===== src/sv/ihex_pkg.sv =====
// ============================================================================
// ihex_pkg: shared types and constants of the Intel HEX record decoder
// Parse phases, result kinds, error codes and the hex digit decode.
// ============================================================================
`default_nettype none

package ihex_pkg;

    typedef enum logic [2:0] {
        PH_WAIT = 3'd0,
        PH_LEN  = 3'd1,
        PH_AHI  = 3'd2,
        PH_ALO  = 3'd3,
        PH_TYPE = 3'd4,
        PH_DATA = 3'd5,
        PH_CHK  = 3'd6,
        PH_SKIP = 3'd7
    } phase_t;

    localparam logic [2:0] KIND_DATA_BYTE = 3'd0;
    localparam logic [2:0] KIND_DATA_OK   = 3'd1;
    localparam logic [2:0] KIND_EOF_OK    = 3'd2;
    localparam logic [2:0] KIND_EXT_OK    = 3'd3;
    localparam logic [2:0] KIND_ERROR     = 3'd4;

    localparam logic [2:0] ERR_NONE      = 3'd0;
    localparam logic [2:0] ERR_BAD_START = 3'd1;
    localparam logic [2:0] ERR_BAD_HEX   = 3'd2;
    localparam logic [2:0] ERR_BAD_TYPE  = 3'd3;
    localparam logic [2:0] ERR_CHECKSUM  = 3'd4;
    localparam logic [2:0] ERR_LENGTH    = 3'd5;

    localparam logic [7:0] REC_DATA = 8'h00;
    localparam logic [7:0] REC_EOF  = 8'h01;
    localparam logic [7:0] REC_EXT  = 8'h04;

    localparam logic [7:0] CHAR_COLON = 8'h3A;
    localparam logic [7:0] CHAR_LF    = 8'h0A;
    localparam logic [7:0] CHAR_CR    = 8'h0D;

    localparam int OUT_DATA_W = 112;

    typedef struct packed {
        logic       ok;
        logic [3:0] value;
    } hex_digit_t;

    function automatic hex_digit_t hex_decode(input logic [7:0] c);
        hex_digit_t d;
        d.ok    = 1'b1;
        d.value = 4'd0;
        if (c >= 8'h30 && c <= 8'h39) begin
            d.value = c[3:0];
        end else if ((c >= 8'h41 && c <= 8'h46) || (c >= 8'h61 && c <= 8'h66)) begin
            d.value = c[3:0] + 4'd9;
        end else begin
            d.ok = 1'b0;
        end
        return d;
    endfunction

endpackage

`default_nettype wire


===== src/sv/intel_hex_record_decoder_top.sv =====
// ============================================================================
// intel_hex_record_decoder_top: Intel HEX text to addressed data bytes
// One character per beat in; data bytes, record status and errors out.
// ============================================================================
// Each character beat is decoded in the cycle it is accepted and its result,
// if any, lands in the output register, so the block takes one character per
// clock while the output side keeps up. While a result waits in the output
// register and the output side is not ready, the input is stalled. The record
// start address and end address are registered when the address and type
// bytes complete, which keeps the per character path to one 32-bit increment
// or compare.
`default_nettype none

module intel_hex_record_decoder_top
(
    input  wire logic         clk,
    input  wire logic         rst_n,
    input  wire logic         s_tvalid,
    output logic              s_tready,
    input  wire logic [7:0]   s_tdata,   // in_char
    output logic              m_tvalid,
    input  wire logic         m_tready,
    // byte_address[31:0], byte_value[39:32], error_code[42:40],
    // lowest_address[74:43], highest_address[106:75], range_valid[107], zero fill
    output logic [ihex_pkg::OUT_DATA_W-1:0] m_tdata,
    output logic [2:0]        m_tuser    // kind
);

    ihex_pkg::phase_t phase_reg, phase_next;
    logic        nib_pend_reg, nib_pend_next;
    logic [3:0]  high_nib_reg, high_nib_next;
    logic [7:0]  len_reg, len_next;
    logic [15:0] rec_addr_reg, rec_addr_next;
    logic [7:0]  type_reg, type_next;
    logic [7:0]  sum_reg, sum_next;
    logic [7:0]  idx_reg, idx_next;
    logic [15:0] upper_reg, upper_next;
    logic [15:0] ext_reg, ext_next;
    logic [31:0] start_reg, start_next;
    logic [31:0] end_reg, end_next;
    logic [31:0] data_addr_reg, data_addr_next;
    logic [31:0] low_reg, low_next;
    logic [31:0] high_reg, high_next;
    logic        seen_reg, seen_next;

    logic        out_valid_reg;
    logic [2:0]  kind_reg;
    logic [31:0] baddr_reg;
    logic [7:0]  bval_reg;
    logic [2:0]  err_reg;
    logic [31:0] lowo_reg;
    logic [31:0] higho_reg;
    logic        rv_reg;

    logic        emit;
    logic [2:0]  emit_kind;
    logic [31:0] emit_addr;
    logic [7:0]  emit_val;
    logic [2:0]  emit_err;

    logic                 accept;
    logic                 eol;
    ihex_pkg::hex_digit_t dig;
    logic                 byte_done;
    logic [7:0]           cur_byte;
    logic [7:0]           sum_new;
    logic [7:0]           idx_inc;
    logic                 type_bad;
    logic                 ext_len_bad;

    assign s_tready  = !out_valid_reg || m_tready;
    assign accept    = s_tvalid && s_tready;
    assign eol       = (s_tdata == ihex_pkg::CHAR_LF) || (s_tdata == ihex_pkg::CHAR_CR);
    assign dig       = ihex_pkg::hex_decode(s_tdata);
    assign cur_byte  = {high_nib_reg, dig.value};
    assign byte_done = nib_pend_reg && dig.ok;
    assign sum_new   = (phase_reg == ihex_pkg::PH_LEN) ? cur_byte : sum_reg + cur_byte;
    assign idx_inc   = idx_reg + 8'd1;
    assign type_bad  = (cur_byte != ihex_pkg::REC_DATA) && (cur_byte != ihex_pkg::REC_EOF)
                       && (cur_byte != ihex_pkg::REC_EXT);
    assign ext_len_bad = (cur_byte == ihex_pkg::REC_EXT) && (len_reg != 8'd2);

    // Parse phase and nibble pairing.
    always_comb
    begin
        phase_next    = phase_reg;
        nib_pend_next = nib_pend_reg;
        if (accept)
        begin
            unique case (phase_reg)
                ihex_pkg::PH_WAIT:
                begin
                    nib_pend_next = 1'b0;
                    if (!eol)
                    begin
                        phase_next = (s_tdata == ihex_pkg::CHAR_COLON) ?
                                     ihex_pkg::PH_LEN : ihex_pkg::PH_SKIP;
                    end
                end
                ihex_pkg::PH_SKIP:
                begin
                    if (eol)
                    begin
                        phase_next = ihex_pkg::PH_WAIT;
                    end
                end
                default:
                begin
                    if (eol)
                    begin
                        phase_next    = ihex_pkg::PH_WAIT;
                        nib_pend_next = 1'b0;
                    end
                    else if (!dig.ok)
                    begin
                        phase_next    = ihex_pkg::PH_SKIP;
                        nib_pend_next = 1'b0;
                    end
                    else if (!nib_pend_reg)
                    begin
                        nib_pend_next = 1'b1;
                    end
                    else
                    begin
                        nib_pend_next = 1'b0;
                        unique case (phase_reg)
                            ihex_pkg::PH_LEN:  phase_next = ihex_pkg::PH_AHI;
                            ihex_pkg::PH_AHI:  phase_next = ihex_pkg::PH_ALO;
                            ihex_pkg::PH_ALO:  phase_next = ihex_pkg::PH_TYPE;
                            ihex_pkg::PH_TYPE:
                            begin
                                if (type_bad || ext_len_bad)
                                begin
                                    phase_next = ihex_pkg::PH_SKIP;
                                end
                                else
                                begin
                                    phase_next = (len_reg != 8'd0) ?
                                                 ihex_pkg::PH_DATA : ihex_pkg::PH_CHK;
                                end
                            end
                            ihex_pkg::PH_DATA:
                            begin
                                if (idx_inc == len_reg)
                                begin
                                    phase_next = ihex_pkg::PH_CHK;
                                end
                            end
                            default:           phase_next = ihex_pkg::PH_SKIP;
                        endcase
                    end
                end
            endcase
        end
    end

    // Record fields, address tracking and the result of each beat.
    always_comb
    begin
        high_nib_next  = high_nib_reg;
        len_next       = len_reg;
        rec_addr_next  = rec_addr_reg;
        type_next      = type_reg;
        sum_next       = sum_reg;
        idx_next       = idx_reg;
        upper_next     = upper_reg;
        ext_next       = ext_reg;
        start_next     = start_reg;
        end_next       = end_reg;
        data_addr_next = data_addr_reg;
        low_next       = low_reg;
        high_next      = high_reg;
        seen_next      = seen_reg;
        emit           = 1'b0;
        emit_kind      = ihex_pkg::KIND_ERROR;
        emit_addr      = 32'd0;
        emit_val       = 8'd0;
        emit_err       = ihex_pkg::ERR_NONE;
        if (accept)
        begin
            if (phase_reg == ihex_pkg::PH_WAIT)
            begin
                if (!eol && (s_tdata != ihex_pkg::CHAR_COLON))
                begin
                    emit     = 1'b1;
                    emit_err = ihex_pkg::ERR_BAD_START;
                end
            end
            else if (phase_reg != ihex_pkg::PH_SKIP)
            begin
                if (eol)
                begin
                    emit     = 1'b1;
                    emit_err = ihex_pkg::ERR_LENGTH;
                end
                else if (!dig.ok)
                begin
                    emit     = 1'b1;
                    emit_err = ihex_pkg::ERR_BAD_HEX;
                end
                else if (!nib_pend_reg)
                begin
                    high_nib_next = dig.value;
                end
                else
                begin
                    sum_next = sum_new;
                    unique case (phase_reg)
                        ihex_pkg::PH_LEN:
                        begin
                            len_next = cur_byte;
                        end
                        ihex_pkg::PH_AHI:
                        begin
                            rec_addr_next = {cur_byte, 8'd0};
                        end
                        ihex_pkg::PH_ALO:
                        begin
                            rec_addr_next = {rec_addr_reg[15:8], cur_byte};
                            start_next    = {upper_reg, rec_addr_reg[15:8], cur_byte};
                        end
                        ihex_pkg::PH_TYPE:
                        begin
                            type_next      = cur_byte;
                            idx_next       = 8'd0;
                            ext_next       = 16'd0;
                            data_addr_next = start_reg;
                            end_next       = start_reg + {24'd0, len_reg} - 32'd1;
                            if (type_bad)
                            begin
                                emit     = 1'b1;
                                emit_err = ihex_pkg::ERR_BAD_TYPE;
                            end
                            else if (ext_len_bad)
                            begin
                                emit     = 1'b1;
                                emit_err = ihex_pkg::ERR_LENGTH;
                            end
                        end
                        ihex_pkg::PH_DATA:
                        begin
                            idx_next       = idx_inc;
                            data_addr_next = data_addr_reg + 32'd1;
                            if (type_reg == ihex_pkg::REC_EXT)
                            begin
                                ext_next = {ext_reg[7:0], cur_byte};
                            end
                            if (type_reg == ihex_pkg::REC_DATA)
                            begin
                                emit      = 1'b1;
                                emit_kind = ihex_pkg::KIND_DATA_BYTE;
                                emit_addr = data_addr_reg;
                                emit_val  = cur_byte;
                            end
                        end
                        default:
                        begin
                            emit = 1'b1;
                            if (sum_new != 8'd0)
                            begin
                                emit_err = ihex_pkg::ERR_CHECKSUM;
                            end
                            else if (type_reg == ihex_pkg::REC_DATA)
                            begin
                                emit_kind = ihex_pkg::KIND_DATA_OK;
                                if (len_reg != 8'd0)
                                begin
                                    seen_next = 1'b1;
                                    if (start_reg < low_reg)
                                    begin
                                        low_next = start_reg;
                                    end
                                    if (end_reg > high_reg)
                                    begin
                                        high_next = end_reg;
                                    end
                                end
                            end
                            else if (type_reg == ihex_pkg::REC_EOF)
                            begin
                                emit_kind = ihex_pkg::KIND_EOF_OK;
                            end
                            else
                            begin
                                emit_kind  = ihex_pkg::KIND_EXT_OK;
                                upper_next = ext_reg;
                            end
                        end
                    endcase
                end
            end
        end
    end

    always_ff @(posedge clk or negedge rst_n)
    begin
        if (!rst_n)
        begin
            phase_reg     <= ihex_pkg::PH_WAIT;
            nib_pend_reg  <= 1'b0;
            high_nib_reg  <= 4'd0;
            len_reg       <= 8'd0;
            rec_addr_reg  <= 16'd0;
            type_reg      <= 8'd0;
            sum_reg       <= 8'd0;
            idx_reg       <= 8'd0;
            upper_reg     <= 16'd0;
            ext_reg       <= 16'd0;
            start_reg     <= 32'd0;
            end_reg       <= 32'd0;
            data_addr_reg <= 32'd0;
            low_reg       <= 32'hFFFF_FFFF;
            high_reg      <= 32'd0;
            seen_reg      <= 1'b0;
            out_valid_reg <= 1'b0;
        end
        else
        begin
            phase_reg     <= phase_next;
            nib_pend_reg  <= nib_pend_next;
            high_nib_reg  <= high_nib_next;
            len_reg       <= len_next;
            rec_addr_reg  <= rec_addr_next;
            type_reg      <= type_next;
            sum_reg       <= sum_next;
            idx_reg       <= idx_next;
            upper_reg     <= upper_next;
            ext_reg       <= ext_next;
            start_reg     <= start_next;
            end_reg       <= end_next;
            data_addr_reg <= data_addr_next;
            low_reg       <= low_next;
            high_reg      <= high_next;
            seen_reg      <= seen_next;
            if (emit)
            begin
                out_valid_reg <= 1'b1;
            end
            else if (m_tready)
            begin
                out_valid_reg <= 1'b0;
            end
        end
    end

    always_ff @(posedge clk)
    begin
        if (emit)
        begin
            kind_reg  <= emit_kind;
            baddr_reg <= emit_addr;
            bval_reg  <= emit_val;
            err_reg   <= emit_err;
            lowo_reg  <= low_next;
            higho_reg <= high_next;
            rv_reg    <= seen_next;
        end
    end

    assign m_tvalid = out_valid_reg;
    assign m_tuser  = kind_reg;
    assign m_tdata  = {4'd0, rv_reg, higho_reg, lowo_reg, err_reg, bval_reg, baddr_reg};

endmodule

`default_nettype wire


===== config.mk =====
export PLATFORM = sky130hd
export DESIGN_NAME = intel_hex_record_decoder_top
export DESIGN_NICKNAME = d
export VERILOG_FILES = /design/src/sv/ihex_pkg.sv /design/src/sv/intel_hex_record_decoder_top.sv
export SDC_FILE = /design/constraint.sdc
export NUM_CORES = 1
export LEC_CHECK = 0
export ABC_AREA = 1
export BUFFER_PORTS_ARGS = -buffer_cell sky130_fd_sc_hd__buf_2
export CORE_MARGIN = 5
export CORE_UTILIZATION = 61
export CTS_BUF_LIST = sky130_fd_sc_hd__clkbuf_8 sky130_fd_sc_hd__clkbuf_16
export DETAILED_ROUTE_END_ITERATION = 16
export GPL_TIMING_DRIVEN = 0
export HOLD_SLACK_MARGIN = 0.06
export PLACE_DENSITY = 0.79
export SLEW_MARGIN = 20
export SYNTH_ARGS = -nofsm -noshare
export SYNTH_HDL_FRONTEND = slang
export SYNTH_SLANG_ARGS = --single-unit

===== constraint.sdc =====
create_clock -name clk -period 4.7 [get_ports clk]
set_input_delay 0.705 -clock clk [delete_from_list [all_inputs] [get_ports clk]]
set_output_delay 0.705 -clock clk [all_outputs]
set_load 0.05 [all_outputs]

==> flow_metrics.py, run 1 <==
metrics = {
    "logic_synthesis": {
        "synth_cell_types": 58,
        "ys_async_sr_fraction_pct": 68.56,
        "ys_seq_elements": 353,
        "synth_area_sq_um": 18630,
        "synth_largest_area_cell": "dfrtp_1",
        "synth_common_cells": "471 x nand2_1, 336 x inv_1, 210 x dfrtp_1, 173 x o21ai_0, 118 x nor2_1",
        "synth_top_area_share_pct": 28.20,
        "synth_edf_count": 111,
        "netlist_instances": 2139,
        "seq_area_frac_synth_pct": 50.60,
        "syn_avg_cell_area_sq_um": 8.711,
        "ys.flop_type": "dfrtp_1",
        "synth_most_common_cell": "nand2_1",
        "synth_area_leaders": "dfrtp_1 28%, edfxtp_1 18%, nand2_1 9.5%",
        "yosysWarnings": 0,
    },
    "floorplanning": {
        "core_region_area_sq_um": 30350,
        "die_area_sq_um": 34140,
        "row_count": 64,
        "fp.dieW_microns": 184.8,
        "ios": 129,
        "start_util_pct": 61.40,
        "dieHeight_microns": 184.8,
    },
    "routing": {
        "drc": 0,
        "firstDrtPassIters": 8,
        "avgViaCountPerCell": 5.701,
        "drtIter0Drc": 1522,
        "drt-total-wl_microns": 49770,
        "via_count": 15610,
        "routedWlPerCell_microns": 18.18,
        "postRouteAntennaNets": 0,
    },
    "finish": {
        "syn2layout_area_growth_pct": 13.79,
        "stdcell_count": 2738,
        "nFillCells": 2369,
        "antenna_cells": 0,
        "drive_above_1_share_pct": 12.00,
        "final_nets": 2440,
        "stdcell_area_sq_um": 21200,
    },
    "place": {
        "place_congestion": 0.9687,
        "dp_cells": 2665,
        "post-dp-hpwl_microns": 37260,
        "port_buffers": 124,
        "placed_area_sq_um": 19870,
        "dp_slack_ns": -0.4936,
    },
    "sta": {
        "fin_crit_sh_pct": 94.48,
        "grt_setup_unrepaired": "no",
        "relSlewSlack_pct": 31.96,
        "setup_ws_ns": 0.2593,
        "finalCriticalPeriod_ns": 4.441,
        "final_hold_viol_count": 0,
        "fmax_mhz": 225.2,
        "final-setup-viol-count": 0,
        "worst_slew_pin_slew_ns": 1.021,
        "fin_worst_skew_ns": 0.01867,
        "maxSlewViolCount": 0,
    },
    "clock_tree": {
        "clockBufferDepth": 3,
        "cts.sinks": 353,
        "clkLatencyLatePin_ns": 0.53,
        "clockRootBuffer": "clkbuf_16",
        "cts_hold_buf": 0,
        "cts_made_buffers": 38,
        "htree_levels": 2,
        "tritoncts": "done",
        "clkTransAtPathRegs_ns": 0.06,
    },
    "grt": {
        "antenna_found_initial": 1,
        "grt_pass1_wl_microns": 79210,
        "overflow": 0,
        "grt_max_degree": 92,
        "gr-usage-all-layers_pct": 29.07,
        "grt_pass1_vias": 15140,
    },
    "setup_path": {
        "path_max_fanout": 10,
        "critPathLaunchType": "input pin",
        "critPathRequiredTime_ns": 5.05,
        "r2r_cells": 19,
        "arrival_ns": 4.79,
        "end_kind": "flop",
        "regToRegSetupSlack_ns": 0.91,
        "crit_type": "in -> reg",
    },
    "pwr": {
        "powerDensity_nw_per_um2": 448.8,
        "power_w": 0.009515,
        "leakage_nw": 10.30,
        "ir_worst_vdd_mv": 0.3526,
    },
    "run_status": {
        "status": "complete, no violations",
    },
    "worst_hold_path": {
        "min_path_type": "in -> async",
    },
    "run": {
        "drv_cap": 0,
    },
}
[power breakdown]
group	leakage (nW)	switching [W]	internal, W	total (W)
clock network	0.666	0.00122	0.00184	0.00306
registers	3.69	0.000189	0.00353	0.00372
logic	5.95	0.00202	0.000708	0.00273
total	10.3	0.00343	0.00609	0.00952
[worst paths after layout]
path	start	to
worst max-delay path	s_tdata[0]	lowo_reg[7]
worst min-delay path	rst_n	high_reg[14]
worst max register to register	start_reg[1]	end_reg[31]
worst min register to register	seen_reg	seen_reg
max in group asynchronous	rst_n	low_reg[14]
min in group clk	seen_reg	seen_reg
[cell type report]
type                    count  area, sq um  area share (%)
inverters                 345         1297           6.119
clock inverters            26        251.5           1.186
repair buffers            131        755.7           3.564
plain buffers              68        300.3           1.416
well taps                 396        495.5           2.337
flip-flops and latches    353         9429           44.47
clock buffers              43         1031           4.863
multi-input cells        1376         7642           36.04
[critical path, cell delays in order]
cell and delay (ns):
buf_2 0.14, inv_1 0.07, ha_1 0.22, o21ai_1 0.12
nand2_1 0.12, nand2_2 0.14, xor2_1 0.24, nand2_2 0.23
inv_1 0.16, ha_1 0.20, fa_1 0.42, nand2_1 0.07
nand2_1 0.07, nor2_1 0.11, nand3_1 0.10, nor2_1 0.12
nand2_1 0.08, nor2_2 0.10, nand3_2 0.23, nor2_2 0.20
buf_6 0.21, nand3_4 0.17, buf_2 0.28, nand2_1 0.08
nand2_1 0.05, inv_1 0.15
[per-layer routing]
layer / up-vias / share of wire, % / global-route usage (%)
met5: - / 0.026 / 0
met4: 2 / 3.6 / 10.07
met3: 131 / 7.8 / 3.967
met2: 666 / 47 / 47.20
met1: 7387 / 41 / 40.73
li1: 7422 / - / -
[metrics by stage]
stage	setup TNS (ns)	util (%)	hold slack, ns
floorplan	0	-	0.4094
global placement	-368.09	65.12	0.4562
detailed placement	-20.58	65.47	0.4643
CTS	0	69.69	0.1695
global route	0	69.86	0.1928
finish	0	69.86	0.1392
[cells in the final DEF, fill, tap and decap left out, types with 4 or more instances in the layout]
cell type / count
o21a_1: 11
a31oi_1: 4
inv_2: 7
ha_1: 113
and3_1: 4
xor2_1: 43
clkbuf_8: 4
a21oi_1: 105
xnor2_1: 5
inv_1: 347
nand3b_1: 5
buf_4: 8
dfstp_2: 32
o221ai_1: 5
nand2_1: 469
bufinv_16: 5
or2_2: 12
o21ai_0: 173
nor2_2: 4
nor2_1: 118
clkbuf_16: 39
o22ai_1: 5
conb_1: 4
o21ai_1: 10
nor3_1: 28
nand4_1: 67
o211ai_1: 10
nand3_1: 107
nor4_1: 13
o31ai_1: 19
clkbuf_1: 47
a21boi_0: 4
nand2_2: 5
buf_2: 138
dfrtp_1: 210
edfxtp_1: 111
clkinv_2: 4
[repair_timing]
item / in CTS / in global routing
setup endpoints to repair: 0 / 37
gates resized for setup: 0 / 2
buffers inserted: 0 / 4
[logic make-up (layout without fill, tap and decap cells)]
logic type	Yosys count	in the layout	synth area share [%]
and+or+nand+nor	844	844	19.85
buffers and inverters	413	613	8.575
AOI/OAI and AO/OA	364	364	10.84
DFF	353	353	50.60
adders and majority gates	115	115	7.803
xor gates and xnor gates	48	48	2.256
other	1	4	0.02013
muxes	1	1	0.05372
No activity file was read; power rests on OpenSTA's default activity.
==> inputs of run 2 (changes only) <==
==> constraint.sdc (replaced) <==
create_clock -name clk -period 4.7 [get_ports clk]
set_input_delay 0.47 -clock clk [delete_from_list [all_inputs] [get_ports clk]]
set_output_delay 0.47 -clock clk [all_outputs]
set_load 0.05 [all_outputs]
==> flow_metrics.py, run 2 (synthesized netlist as in run 1, its figures left out) <==
metrics = {
    "finish": {
        "stdcell_count": 2735,
        "final_cell_mix": "470 x nand2_1, 347 x inv_1, 210 x dfrtp_1",
        "drive_above_1_share_pct": 11.80,
        "final_nets": 2437,
        "final_common_cell": "nand2_1",
        "syn2layout_area_growth_pct": 13.60,
        "antenna_cells": 0,
    },
    "run": {
        "drv_cap": 0,
    },
    "setup_path": {
        "critPathBufInv": 3,
        "path_cells": "buf_2 > inv_1 > ha_1 > o21ai_1 > nand2_1 > nand2_2 > xor2_1 > nand2_1 > inv_1 > ha_1 > fa_1 > nand2_1 > nand2_1 > nor2_1 > nand3_1 > nor2_1 > nand2_1 > nor2_2 > nand3_2 > nor3_4 > nand2_1 > nand2_1 > nand2_1",
        "cpMostUsedCell": "nand2_1",
        "arrival_ns": 4.62,
        "critPathRequiredTime_ns": 4.96,
        "crit_type": "in -> reg",
        "crit_family": "simple AND/OR/NAND/NOR gates",
        "end_kind": "flop",
        "slowest_stage": "nor3_4",
        "critPathMaxStageDelay_ns": 0.44,
        "critPathLaunchType": "input pin",
        "path_max_fanout": 9,
    },
    "place": {
        "place_congestion": 0.9687,
        "port_buffers": 124,
        "post-dp-hpwl_microns": 37260,
        "dp_cells": 2665,
    },
    "grt": {
        "antenna_found_initial": 1,
        "gr-usage-all-layers_pct": 29.08,
        "overflow": 0,
        "grt_pass1_vias": 15150,
        "grt_max_degree": 92,
        "grt_pass1_wl_microns": 79240,
    },
    "pwr": {
        "leakage_nw": 10.28,
        "p_sw_w": 0.003426,
        "intPower_w": 0.006087,
        "swShare_pct": 36.02,
        "comb_power_share_pct": 28.7,
        "ir_worst_vdd_mv": 0.3524,
        "power_frac_seq_pct": 39.1,
        "powerDensity_nw_per_um2": 449.4,
        "clockPowerShare_pct": 32.2,
    },
    "clock_tree": {
        "tritoncts": "done",
        "clkTransAtPathRegs_ns": 0.06,
        "clkLatencyLatePin_ns": 0.53,
        "clockBufferDepth": 3,
        "cts.sinks": 353,
        "htree_levels": 2,
        "clockRootBuffer": "clkbuf_16",
        "cts_made_buffers": 38,
    },
    "routing": {
        "postRouteAntennaNets": 0,
        "drc": 0,
        "firstDrtPassIters": 6,
        "avgViaCountPerCell": 5.741,
        "drtIter0Drc": 1540,
        "drt-total-wl_microns": 49750,
        "routedWlPerCell_microns": 18.19,
        "via_count": 15700,
    },
    "sta": {
        "fin_crit_sh_pct": 92.68,
        "finalCriticalPeriod_ns": 4.356,
        "final_hold_viol_count": 0,
        "maxSlewViolCount": 0,
        "relSlewSlack_pct": 28.64,
        "fmax_mhz": 229.6,
        "setup_tns_ns": 0,
        "final-setup-viol-count": 0,
        "grt_setup_unrepaired": "no",
        "worst_slew_pin_slew_ns": 1.070,
        "fin_worst_skew_ns": 0.01489,
    },
    "floorplanning": {
        "die_area_sq_um": 34140,
        "row_count": 64,
        "dieHeight_microns": 184.8,
        "start_util_pct": 61.40,
        "fp.dieW_microns": 184.8,
        "ios": 129,
        "core_region_area_sq_um": 30350,
    },
    "run_status": {
        "status": "complete, no violations",
    },
    "worst_hold_path": {
        "min_path_type": "in -> reg",
    },
}
-- run 2: final cells by class --
class	instances	area, sq um
sequential	353	9429
fill	2375	9181
multi-input combinational	1376	7640
inverter	345	1297
clock buffer	43	1031
timing repair buffer	128	723.2
tap	396	495.5
buffer	68	300.3
clock inverter	26	251.5
-- run 2: repair_timing --
action | in CTS | in global routing
resized for setup | 0 | 1
setup buffers | 0 | 0
hold buffers | 1 | 0
hold endpoints to repair | 58 | 0
endpoints found under the setup margin | 0 | 2
-- run 2: worst min-delay path, cell delays in order --
cell     delay, ns
buf_2         0.07
inv_1         0.03
nand2_1       0.10
nand3_1       0.09
-- run 2: through the flow --
stage / area, sq um / total power (W) / hold WS [ns] / setup slack [ns] / utilization [%]
2_1_floorplan: 18650 / 0.005712 / 0.1744 / 0.7788 / -
3_3_place_gp: 19760 / 0.006404 / 0.4562 / -1.143 / 65.12
3_5_place_dp: 19870 / 0.006455 / 0.4643 / -0.2586 / 65.47
4_1_cts: 21160 / 0.009514 / 0.2843 / 0.2664 / 69.73
5_1_grt: 21170 / 0.009957 / 0.3167 / 0.1002 / 69.75
6_report: 21170 / 0.009513 / 0.2948 / 0.3439 / 69.75
-- run 2: power groups by stage --
stage	Sequential [W]	Combinational (W)	Clock (W)
2_1_floorplan	0.00424	0.00147	0
3_3_place_gp	0.00379	0.00261	0
3_5_place_dp	0.00376	0.00269	0
4_1_cts	0.00372	0.00271	0.00309
5_1_grt	0.00375	0.00298	0.00323
6_report	0.00372	0.00273	0.00306
-- run 2: final timing paths --
path	cells after the start	from	slack, ns	to
worst max-delay path	23	s_tdata[0]	0.34	higho_reg[9]
worst min-delay path	4	m_tready	0.29	m_tvalid
worst max register to register	19	start_reg[1]	0.90	end_reg[31]
worst min register to register	2	upper_reg[12]	0.48	upper_reg[12]
max in group asynchronous	4	rst_n	2.86	low_reg[14]
min in group asynchronous	2	rst_n	0.51	high_reg[11]
-- run 2: metal layers --
metal,track usage [%],up-vias,wire length [microns]
li1,-,7423,-
met1,40.73,7461,20710
met2,47.23,689,23280
met3,3.967,127,3923
met4,10.07,2,1811
met5,0,-,13
==> inputs of run 3 (changes only) <==
--- a/config.mk
+++ b/config.mk
@@ -14,6 +14,7 @@
 export GPL_TIMING_DRIVEN = 0
 export HOLD_SLACK_MARGIN = 0.06
 export PLACE_DENSITY = 0.79
+export REMOVE_ABC_BUFFERS = 1
 export SLEW_MARGIN = 20
 export SYNTH_ARGS = -nofsm -noshare
 export SYNTH_HDL_FRONTEND = slang
==> flow_metrics.py, run 3 (synthesized netlist as in run 1, its figures left out) <==
metrics = {
    "floorplanning": {
        "fp.dieW_microns": 184.8,
        "ios": 129,
        "core_region_area_sq_um": 30350,
        "row_count": 64,
        "start_util_pct": 61.40,
        "dieHeight_microns": 184.8,
        "die_area_sq_um": 34140,
    },
    "sta": {
        "fin_worst_skew_ns": 0.02234,
        "fmax_mhz": 231.2,
        "grt_setup_unrepaired": "no",
        "maxSlewViolCount": 0,
        "fin_crit_sh_pct": 92.04,
        "hold-worst-slack_ns": 0.3309,
        "relSlewSlack_pct": 33.45,
        "setup_tns_ns": 0,
        "worst_slew_pin_slew_ns": 0.9946,
        "final-setup-viol-count": 0,
        "finalCriticalPeriod_ns": 4.326,
        "final_hold_viol_count": 0,
    },
    "finish": {
        "antenna_cells": 0,
        "syn2layout_area_growth_pct": 13.41,
        "drive_above_1_share_pct": 12.16,
        "final_cell_mix": "469 x nand2_1, 349 x inv_1, 209 x dfrtp_1",
        "final_common_cell": "nand2_1",
        "final_nets": 2383,
    },
    "clock_tree": {
        "clockRootBuffer": "clkbuf_16",
        "tritoncts": "done",
        "clkTransAtPathRegs_ns": 0.06,
        "htree_levels": 2,
        "clockBufferDepth": 3,
        "cts_made_buffers": 38,
        "clkLatencyLatePin_ns": 0.55,
        "cts.sinks": 353,
    },
    "setup_path": {
        "critPathLaunchType": "input pin",
        "critPathMaxStageDelay_ns": 0.43,
        "slowest_stage": "fa_1",
        "critPathBufInv": 6,
        "arrival_ns": 4.73,
        "crit_type": "in -> reg",
        "critPathRequiredTime_ns": 5.10,
        "path_max_fanout": 29,
        "end_kind": "flop",
        "crit_family": "simple AND/OR/NAND/NOR gates",
        "cpMostUsedCell": "nand2_1",
    },
    "grt": {
        "grt_max_degree": 87,
        "antenna_found_initial": 0,
        "grt_pass1_wl_microns": 75200,
        "grt_pass1_vias": 14980,
        "gr-usage-all-layers_pct": 27.04,
        "overflow": 0,
    },
    "place": {
        "place_congestion": 0.9357,
        "port_buffers": 124,
        "post-dp-hpwl_microns": 32890,
    },
    "pwr": {
        "p_sw_w": 0.003425,
        "leakage_nw": 10.23,
        "clockPowerShare_pct": 30.9,
        "ir_worst_vdd_mv": 0.2688,
        "swShare_pct": 36.78,
        "power_frac_seq_pct": 40.1,
        "comb_power_share_pct": 29.0,
        "powerDensity_nw_per_um2": 440.6,
        "intPower_w": 0.005886,
    },
    "routing": {
        "drt-total-wl_microns": 46460,
        "drtIter0Drc": 1408,
        "firstDrtPassIters": 7,
        "avgViaCountPerCell": 5.697,
        "via_count": 15280,
        "postRouteAntennaNets": 0,
        "drc": 0,
        "routedWlPerCell_microns": 17.32,
    },
    "run_status": {
        "status": "complete, no violations",
    },
    "worst_hold_path": {
        "min_path_type": "in -> reg",
    },
    "run": {
        "drv_cap": 0,
    },
}
-- run 3: cell count changes in the layout (fill, tap and decap cells not counted), sizes merged --
| cell | before | now |
|---|---|---|
| bufinv | 5 | 1 |
| clkinvlp | 2 | 1 |
| nor2 | 122 | 123 |
| inv | 356 | 360 |
| buf | 148 | 139 |
| nand3 | 110 | 111 |
| clkbuf | 90 | 42 |
| clkinv | 8 | 11 |
-- run 3: tightest hold or removal path, cell delays in order --
cell	delay, ns
buf_2	0.07
inv_1	0.04
nand2_1	0.13
nand3_1	0.10
-- run 3: final timing paths --
| check | startpoint | endpoint | slack, ns | cells after the start |
|---|---|---|---|---|
| min | m_tready | m_tvalid | 0.33 | 4 |
| min in group asynchronous | rst_n | data_addr_reg[1] | 0.51 | 2 |
| max in group asynchronous | rst_n | high_reg[8] | 2.92 | 4 |
| min reg2reg | upper_reg[6] | start_reg[22] | 0.47 | 2 |
| max | s_tdata[1] | higho_reg[11] | 0.37 | 26 |
| max reg2reg | nib_pend_reg | end_reg[21] | 0.42 | 11 |
-- run 3: per-stage QoR --
step | utilization [%] | worst slack (ns) | total power [W] | cells | instance area, sq um
2_1_floorplan | - | -1.621 | 0.005693 | 2074 | 18340
3_3_place_gp | 64.12 | -4.950 | 0.006335 | 2594 | 19460
6_report | 69.63 | 0.3742 | 0.009311 | 2682 | 21130
5_1_grt | 69.63 | 0.03589 | 0.009760 | 2682 | 21130
4_1_cts | 69.44 | 0.02002 | 0.009301 | 2680 | 21070
3_5_place_dp | 65.37 | -1.040 | 0.006429 | 2608 | 19840
-- run 3: area by class of cell --
| cell class | count | area, sq um |
|---|---|---|
| sequential | 353 | 9430 |
| inverter | 345 | 1300 |
| tap | 396 | 495.5 |
| fill | 2316 | 9218 |
| multi-input combinational | 1378 | 7749 |
| timing repair buffer | 140 | 945.9 |
| clock inverter | 28 | 193.9 |
| clock buffer | 42 | 1017 |
-- run 3: power groups by stage --
stage               clock (W)  combinational (W)  sequential (W)
global placement            0            0.00248         0.00385
global route          0.00304            0.00295         0.00377
detailed placement          0            0.00264         0.00379
finish                0.00288            0.00270         0.00374
floorplan                   0            0.00141         0.00429
CTS                   0.00290            0.00267         0.00373
-- run 3: repair_timing --
item,in CTS,in global routing
setup endpoints to repair,78,117
endpoints found under the hold margin,54,0
setup buffers,1,0
gates cloned,0,2
hold buffers,1,0
resized for setup,1,6
pin swaps,1,2
-- run 3: layer usage --
| metal | wire [microns] | vias up | share of wire, % | global-route usage, % |
|---|---|---|---|---|
| met2 | 23410 | 535 | 50 | 47.53 |
| met5 | 0 | - | 0 | 0 |
| li1 | - | 7299 | - | - |
| met4 | 1397 | 0 | 3.0 | 8.691 |
| met1 | 18810 | 7327 | 40 | 34.98 |
| met3 | 2846 | 119 | 6.1 | 3.614 |
